--- src/rtl/core/rv32_pkg.sv ---
package rv32_pkg;

    localparam int MEM_WORDS_DEFAULT = 16384;

    // host operations
    typedef enum logic [1:0] {
        OP_STEP  = 2'd0,
        OP_MWR   = 2'd1,
        OP_MRD   = 2'd2,
        OP_SETPC = 2'd3
    } op_t;

    // result status codes
    typedef enum logic [2:0] {
        ST_OK        = 3'd0,
        ST_BAD_OPC   = 3'd1,
        ST_BAD_F3    = 3'd2,
        ST_MIS_LOAD  = 3'd3,
        ST_MIS_STORE = 3'd4,
        ST_MIS_TGT   = 3'd5,
        ST_HALTED    = 3'd6
    } status_t;

    // opcodes
    localparam logic [6:0] OPC_LUI    = 7'b0110111;
    localparam logic [6:0] OPC_AUIPC  = 7'b0010111;
    localparam logic [6:0] OPC_JAL    = 7'b1101111;
    localparam logic [6:0] OPC_JALR   = 7'b1100111;
    localparam logic [6:0] OPC_BRANCH = 7'b1100011;
    localparam logic [6:0] OPC_LOAD   = 7'b0000011;
    localparam logic [6:0] OPC_STORE  = 7'b0100011;
    localparam logic [6:0] OPC_OPIMM  = 7'b0010011;
    localparam logic [6:0] OPC_OP     = 7'b0110011;
    localparam logic [6:0] OPC_FENCE  = 7'b0001111;

    localparam logic [1:0] REG_FETCH_OFFSET = 2'd0;

    // controller -> datapath commands
    typedef struct packed {
        logic take_item;   // latch input item
        logic fetch;       // read instruction word
        logic exec;        // decode, latch instruction, read regs
        logic mem;         // read data word
        logic finish;      // commit and form result
    } rv32_cmd_t;

    // datapath -> controller status
    typedef struct packed {
        logic is_step;
    } rv32_stat_t;

endpackage

--- src/rtl/core/rv32_ctrl.sv ---
module rv32_ctrl
    import rv32_pkg::*;
(
    input  logic       clk,
    input  logic       rst_n,
    input  logic       in_valid,
    output logic       in_ready,
    output logic       out_valid,
    input  logic       out_ready,
    input  rv32_stat_t stat,
    output rv32_cmd_t  cmd
);

    typedef enum logic [4:0] {
        S_IDLE  = 5'b00001,
        S_FETCH = 5'b00010,
        S_EXEC  = 5'b00100,
        S_MEM   = 5'b01000,
        S_DONE  = 5'b10000
    } state_t;

    state_t state_reg, state_next;
    logic   out_valid_reg, out_valid_next;

    // result register frees once taken
    assign out_valid = out_valid_reg;
    assign in_ready  = (state_reg == S_IDLE) && (!out_valid_reg || out_ready);

    always_comb
    begin
        state_next     = state_reg;
        out_valid_next = out_valid_reg;
        cmd            = '0;
        if (out_valid_reg && out_ready)
        begin
            out_valid_next = 1'b0;
        end
        unique case (state_reg)
            S_IDLE:
            begin
                if (in_valid && in_ready)
                begin
                    cmd.take_item = 1'b1;
                    state_next    = S_FETCH;
                end
            end
            S_FETCH:
            begin
                cmd.fetch  = 1'b1;
                state_next = stat.is_step ? S_EXEC : S_DONE;
            end
            S_EXEC:
            begin
                cmd.exec   = 1'b1;
                state_next = S_MEM;
            end
            S_MEM:
            begin
                cmd.mem    = 1'b1;
                state_next = S_DONE;
            end
            S_DONE:
            begin
                cmd.finish     = 1'b1;
                out_valid_next = 1'b1;
                state_next     = S_IDLE;
            end
            default:
            begin
                state_next = S_IDLE;
            end
        endcase
    end

    always_ff @(posedge clk or negedge rst_n)
    begin
        if (!rst_n)
        begin
            state_reg     <= S_IDLE;
            out_valid_reg <= 1'b0;
        end
        else
        begin
            state_reg     <= state_next;
            out_valid_reg <= out_valid_next;
        end
    end

endmodule

--- config.mk ---
export PLATFORM = sky130hd
export DESIGN_NAME = rv32_ctrl
export DESIGN_NICKNAME = d
export VERILOG_FILES = /design/src/rtl/core/rv32_pkg.sv /design/src/rtl/core/rv32_ctrl.sv
export SDC_FILE = /design/constraint.sdc
export NUM_CORES = 1
export LEC_CHECK = 0
export ABC_AREA = 1
export BUFFER_PORTS_ARGS = -buffer_cell sky130_fd_sc_hd__buf_2
export CORE_AREA = 3 3 40 42
export CTS_CLUSTER_SIZE = 20
export DETAILED_ROUTE_END_ITERATION = 7
export DIE_AREA = 0 0 43 45
export GPL_ROUTABILITY_DRIVEN = 0
export SETUP_SLACK_MARGIN = 0.02
export SKIP_LAST_GASP = 1
export SYNTH_ARGS = -nofsm -noshare
export SYNTH_HDL_FRONTEND = slang
export SYNTH_SLANG_ARGS = --single-unit
--- constraint.sdc ---
create_clock -name clk -period 1.32 [get_ports clk]
set_input_delay 0 -clock clk [delete_from_list [all_inputs] [get_ports clk]]
set_output_delay 0 -clock clk [all_outputs]
set_load 0.02 [all_outputs]
== Yosys cells after proc, flatten, opt, wreduce, memory -nomap -nowiden ==
Index checks and enable logic that the tools add are counted.

* Logic and storage cells: 25
* Flip-flop bits (word level): 6

* Equality and inequality tests: 6
* Mux-type cells: 11
* Reduce and logical (&&, ||, !) cells: 6

{| class="wikitable"
|+ Operator list
! operator !! count
|-
| 5-bit one-hot mux with 4 select lines || 1
|-
| 5-bit two-way mux || 2
|-
| 1-bit two-way mux || 8
|-
| 5-bit by 1-bit == test with 1-bit output, second input constant || 1
|-
| 5-bit by 2-bit == test with 1-bit output, second input constant || 1
|-
| 5-bit by 3-bit == test with 1-bit output, second input constant || 1
|-
| 5-bit by 4-bit == test with 1-bit output, second input constant || 1
|-
| 5-bit == test, second input constant || 1
|-
| 1-bit logical AND || 3
|-
| 2-bit by 1-bit != test with 1-bit output, second input constant || 1
|-
| 2-bit nonzero test || 1
|-
| 1-bit logical NOT || 1
|-
| 1-bit logical OR || 1
|}

== Depth between registers and ports, before layout ==
Gate-level depths: netlist of the first run.

* Depth after elaboration: 6
* Depth in mapped cells: 6
* Depth with buffers taken out: 6

== Least setup slack after synthesis of the first run ==
Ideal clock, no wire load.

* Kind: register -> output
* Start point: register state_reg[0]
* End point: output cmd[4] (netlist bit)
* Arrival: 1.226 ns
* Stages on the path, launching flop included: 5
* Slack: 0.094 ns
* Data required time: 1.320 ns
* Path through: dfstp_2 -> nand3_2 -> nor2_4 -> inv_2 -> nor3_1

{| class="wikitable"
|+ RTL lines
! element !! line !! source
|-
| start: declaration || rv32_ctrl.sv:22 || <nowiki>state_t state_reg, state_next;</nowiki>
|-
| start signal: assignment || rv32_ctrl.sv:84 || <nowiki>state_reg <= state_next;</nowiki>
|-
| end: declaration || rv32_ctrl.sv:11 || <nowiki>output rv32_cmd_t cmd</nowiki>
|}

==> run summary, run 1 <==
Synth area leaders = dfrtp_1, inv_1, dfstp_2
critical path peak fanout = 3
met2 Use GR = 13.2%
sequential share of the synthesized area = 43.1%
pwr/cell area = 1900 nW/um2
share of the synthesized area in the top cell type = 35.6%
proportion of layout cells with a drive suffix above 1 = 44.6%
Initial DRT Pass Iterations = 4
drt drc = 0
Buffers on Ports = 11
CTS tree = built
crit path DAT = 1270 ps
Unique masters post-synth = 15
clock buffer depth = 2
worst hold path class = in -> reg
max FFs per register = 5
HP Start = in_valid
vias in the first global route = 304
Core Area = 1280 um2
final WL = 704 um
Overflow after GRT = 0
Post-Syn Area = 352 um2
row count = 13
final core utilization = 39.0%
Via density = 4.03
busiest layer in global routing = met2
die height = 45 um
worst slew pin tran = 265 ps
EDFF count, synth = 0
Slew Viols, Final = 0
remaining antenna violation count = 0
RSZ-0062 raised after global routing = true
final instance area = 502 um2
I/O pin total = 12
cell leakage power = 0.000275 uW
Total GRT Usage = 8.98%
CP endpoint kind = primary output
FFs w/ async S/R, synth = 100%
largest net degree at the start of global routing = 7
CP Class = reg -> out
Buf+Inv Stages, Crit Path = 2
worst-path cell chain = nand3_2 -> nor2_4 -> inv_2 -> nor3_2 -> buf_4
GRT met1 Usage = 10.8%
Slowest-stage cell, CP = dfstp_2
Tmin final = 1270 ps
Most used DFF post-synth = dfrtp_1
Cells after Synth = 46
internal reg-to-reg setup slack = 200 ps
part of the cycle the worst path needs = 96.5%
Critical R2R Launch = state_reg[0]
required time worst endpoint = 1320 ps
worst vdd ir = 1140 uV
vias = 322
setup TNS = 0 ps
Fin Clk Skew = 8.00 ps
Hold Crit Endpoint = state_reg[1]
Setup crit start kind = flip-flop
Avg WL per Cell = 8.80 um
CTS H-tree lvls = 1
DP HPWL = 544 um
initial core utilization = 27.4%
antenna violations before repair = 0
CP delay by family, top = flip-flops
Worst slew margin = 82.2%
RR Endpoint = state_reg[0]
TritonCTS Buffers = 3
count leader, synth = inv_1
reg2reg path depth = 7
Mean Syn Cell Area = 7.64 um2
clock sinks = 6
Die X = 43 um
Net Count, Synth = 51
P&R area growth vs syn = 42.7%
CTS root buf = clkbuf_4
first-pass GRT wire length = 1240 um
Ys Warns = 0
Clock transition at path regs = 40 ps
top cell type by total area after synthesis = dfrtp_1
worst skew pair latency = 240 ps
grt met3 use = 3.98%
most frequent cells after synthesis = inv_1, nor2_1, dfrtp_1, nand2_1
status = finished, final reports clean
1st-iter DRT viols = 5
# Max-Cap Violations = 0
Fmax achieved = 785 MHz
Critical Path Max Stage Delay = 530 ps
Setup-failing EPs final = 0
hold depth = 3
Fin. Hold Viols = 0
placed cell area = 410 um2
Final nets = 71
n_diodes = 0
die area = 1940 um2
Synth Register Bits = 6
[repair_timing]
| item | in CTS | in global routing |
|---|---|---|
| hold buffers | 3 | 0 |
| hold endpoints to repair | 9 | 0 |
| endpoints found under the setup margin | 2 | 5 |
| resized for setup | 3 | 3 |
| cloned | 0 | 0 |
| buffers inserted | 2 | 1 |
| pin swaps | 2 | 0 |
[cells by family (layout without fill, tap and decap cells)]
group / Yosys count / count (layout) / share of synthesized area [%]
compound gates: 3 / 3 / 4.63
buf+inv: 14 / 33 / 17.1
simple gates: 23 / 23 / 35.2
flops: 6 / 6 / 43.1
[where the power goes]
group | total, uW | switching [uW] | internal (uW)
sequential | 276 | 38.4 | 238
combinational | 497 | 284 | 213
clock | 180 | 65.5 | 114
total | 953 | 388 | 565
[cells in the final DEF (no fill, tap or decap)]
cell / n
buf_2: 8
buf_4: 6
clkbuf_1: 1
clkbuf_4: 3
dfrtp_1: 5
dfstp_2: 1
dlygate4sd3_1: 3
inv_1: 8
inv_2: 4
nand2_1: 4
nand3_1: 3
nand3_2: 1
nand4_1: 1
nor2_1: 7
nor2_2: 3
nor2_4: 2
nor3_1: 1
nor3_2: 1
o21ai_0: 2
o22ai_1: 1
[metrics by stage]
stage          worst slack (ps)  instances  hold WS (ps)  total power (uW)
6_report                   46.3         80          44.6               953
4_1_cts                    24.9         79          28.8               947
5_1_grt                   -28.8         80          44.7              1040
3_5_place_dp                227         70          -169               675
2_1_floorplan              94.2         46          -296               583
3_3_place_gp                240         70          -171               670
[cell type report]
class / instances / area (um2)
clock buffers: 4 / 26.3
fillers: 135 / 783
repair buffers: 17 / 115
flip-flops and latches: 6 / 151
well taps: 15 / 18.8
multi-input cells: 26 / 145
inverters: 12 / 45.0
[worst min-delay path: cells and delay by family]
kind / cells / cell delay [ps]
buf+inv: 2 / 190
simple gates: 1 / 60
[per-layer routing]
layer / share of wire, % / vias to the layer above
li1: - / 178
met4: 0 / 0
met1: 50 / 132
met2: 41 / 12
met3: 9.5 / 0
met5: 0 / -
[how the worst max path moves through the flow]
| stage | start | cells after the start | slack [ps] | to |
|---|---|---|---|---|
| floorplan | state_reg[0] | 4 | 90 | cmd[4] |
| global placement | state_reg[0] | 5 | 240 | cmd[4] |
| detailed placement | state_reg[0] | 5 | 230 | cmd[4] |
| CTS | state_reg[0] | 5 | 20 | cmd[4] |
| global route | state_reg[0] | 5 | -30 | cmd[4] |
| finish | state_reg[0] | 5 | 50 | cmd[4] |
No activity file was read; power rests on OpenSTA's default activity.
==> run 2, diff against run 1 <==
ABC_AREA = default   (was 1)
==> run summary, run 2 <==
grt met3 use = 4.78% (+0.80 points)
Most used DFF post-synth = dfrtp_1
met2 Use GR = 14.4% (+1.2 points)
worst hold path class = in -> reg
count leader, synth = inv_1
Mean Syn Cell Area = 9.09 um2 (+19%)
die area = 1940 um2 (unchanged)
busiest layer in global routing = met2
Post-Layout Cell Count = 70 (-13%)
Cells after Synth = 34 (-26%)
Setup crit start kind = flip-flop
multi-input logic area = 149 um2 (+2.6%)
Setup-failing EPs final = 4 (+4)
die height = 45 um (unchanged)
most frequent cells after synthesis = inv_1, dfrtp_1, nor2_1
share of the synthesized area in the top cell type = 40.5% (+4.9 points)
Hold Crit Endpoint = state_reg[1]
setup TNS = -1140 ps (-1140 ps)
vias in the first global route = 281 (-7.6%)
remaining antenna violation count = 0 (unchanged)
EDFF count, synth = 0 (unchanged)
n_diodes = 0 (unchanged)
Initial DRT Pass Iterations = 4 (unchanged)
Unique masters post-synth = 17 (+2)
Buffers on Ports = 11 (unchanged)
Synth Register Bits = 6 (unchanged)
CTS tree = built
final WL = 730 um (+3.7%)
Critical R2R Launch = state_reg[4]
CP Class = reg -> out
Tmin final = 1670 ps (+395 ps)
antenna violations before repair = 0 (unchanged)
pwr/cell area = 2080 nW/um2 (+9.2%)
largest net degree at the start of global routing = 7 (unchanged)
proportion of layout cells with a drive suffix above 1 = 49.1% (+4.5 points)
required time worst endpoint = 1320 ps (about the same)
Fmax achieved = 599 MHz (-24%)
Die X = 43 um (unchanged)
RSZ-0062 raised after global routing = true
HP Start = in_valid
# Max-Cap Violations = 0 (unchanged)
crit path DAT = 1670 ps (+400 ps)
worst vdd ir = 640 uV (-44%)
vias = 307 (-4.7%)
1st-iter DRT viols = 1 (-4)
final worst slack = -349 ps (-395 ps)
P&R area growth vs syn = 64.0%
DP HPWL = 518 um (-4.8%)
row count = 13 (unchanged)
Post-Syn Area = 309 um2 (-12%)
Net Count, Synth = 39 (-24%)
Fin. Hold Viols = 0 (unchanged)
fill count = 135 (unchanged)
Core Area = 1280 um2 (unchanged)
failing checks = setup timing
I/O pin total = 12 (unchanged)
worst slew pin tran = 413 ps (+148 ps)
Overflow after GRT = 0 (unchanged)
drt drc = 0 (unchanged)
Synth area leaders = dfrtp_1, dfstp_2, inv_1
CP endpoint kind = primary output
initial core utilization = 24.1% (-3.3 points)
most frequent cells in the layout = buf_2, inv_1, buf_4, dfrtp_1
top cell type by total area after synthesis = dfrtp_1
critical path peak fanout = 3 (unchanged)
cell leakage power = 0.000300 uW (+8.9%)
clock buffer depth = 2 (unchanged)
max FFs per register = 5 (unchanged)
Clock transition at path regs = 50 ps (about the same)
Fin Hold WS = 63.6 ps (+19.0 ps)
FFs w/ async S/R, synth = 100% (unchanged)
Via density = 4.39 (+9.0%)
FF/Latch Area = 151 um2 (unchanged)
status = finished, violations left
worst skew pair latency = 250 ps (about the same)
GRT met1 Usage = 7.58% (-3.3 points)
placed cells = 61 (-13%)
most common cell after layout, fill and taps aside = buf_2
Ys Warns = 0 (unchanged)
part of the cycle the worst path needs = 126% (+30 points)
Fin Clk Skew = 2.71 ps (-5.28 ps)
reg2reg path depth = 5 (-2)
internal reg-to-reg setup slack = -260 ps (-460 ps)
hold depth = 3 (unchanged)
TritonCTS Buffers = 3 (unchanged)
Total GRT Usage = 8.37% (-0.61 points)
sequential share of the synthesized area = 49.0% (+5.9 points)
CTS H-tree lvls = 1 (unchanged)
RR Endpoint = state_reg[0]
CTS root buf = clkbuf_4
Worst slew margin = 71.8% (-10 points)
first-pass GRT wire length = 1100 um (-12%)
Avg WL per Cell = 10.4 um (+19%)
Slew Viols, Final = 0 (unchanged)
clock sinks = 6 (unchanged)
Final nets = 61 (-14%)
-- run 2: final cells by class --
| class | instances | share of cell area [%] |
|---|---|---|
| Clock buffer | 4 | 5.19 |
| Multi-Input combinational cell | 20 | 29.4 |
| Tap cell | 15 | 3.70 |
| Timing Repair Buffer | 19 | 27.4 |
| Sequential cell | 6 | 29.9 |
| Inverter | 6 | 4.44 |
-- run 2: worst max-delay path, stage by stage, from the launching register on --
cell and delay [ps]:
dfrtp_1 370, or3_4 380, or3_4 340, buf_4 150, nor2_4 70, buf_6 110
-- run 2: kinds of logic (layout without fill, tap and decap cells) --
group,after synthesis,count (layout),synth area share [%]
compound gates,3,3,7.69
buf+inv,8,29,12.1
simple gates,17,17,31.2
flops,6,6,49.0
-- run 2: repair_timing --
item                                    CTS  global route
hold buffers                              2             0
buffers inserted                          2             1
gates resized for setup                   7             4
hold endpoints to repair                  8             0
pin swaps                                 3             1
endpoints found under the setup margin    6             7
-- run 2: routing by layer --
metal	up-vias	share of wire [%]	wire, um
met2	12	53	385
met1	142	38	277
met3	0	9.2	67
met4	0	0	0
li1	153	-	-
met5	-	0	0
-- run 2: worst max path at each step --
| stage | start | to | slack, ps |
|---|---|---|---|
| after floorplan | state_reg[4] | state_reg[0] | -90 |
| after global placement | state_reg[4] | in_ready | -120 |
| after CTS | state_reg[4] | in_ready | -360 |
| after global routing | state_reg[4] | cmd[4] | -410 |
| after detailed placement | state_reg[4] | in_ready | -130 |
| final | state_reg[4] | cmd[4] | -350 |
-- run 2: stage by stage --
stage               worst slack, ps  area (um2)  utilization [%]  power [uW]
CTS                            -364         480             37.4         956
finish                         -349         507             39.4        1050
detailed placement             -129         393             30.6         636
floorplan                     -89.1         312                -         535
global route                   -411         507             39.4        1120
global placement               -124         393             30.6         632
-- run 2: where the power goes --
| group | leakage [uW] | internal (uW) | total [uW] | switching [uW] |
|---|---|---|---|---|
| Combinational | 0.000206 | 329 | 575 | 245 |
| Sequential | 0.0000790 | 239 | 289 | 50.4 |
| Clock | 0.0000150 | 115 | 188 | 72.8 |
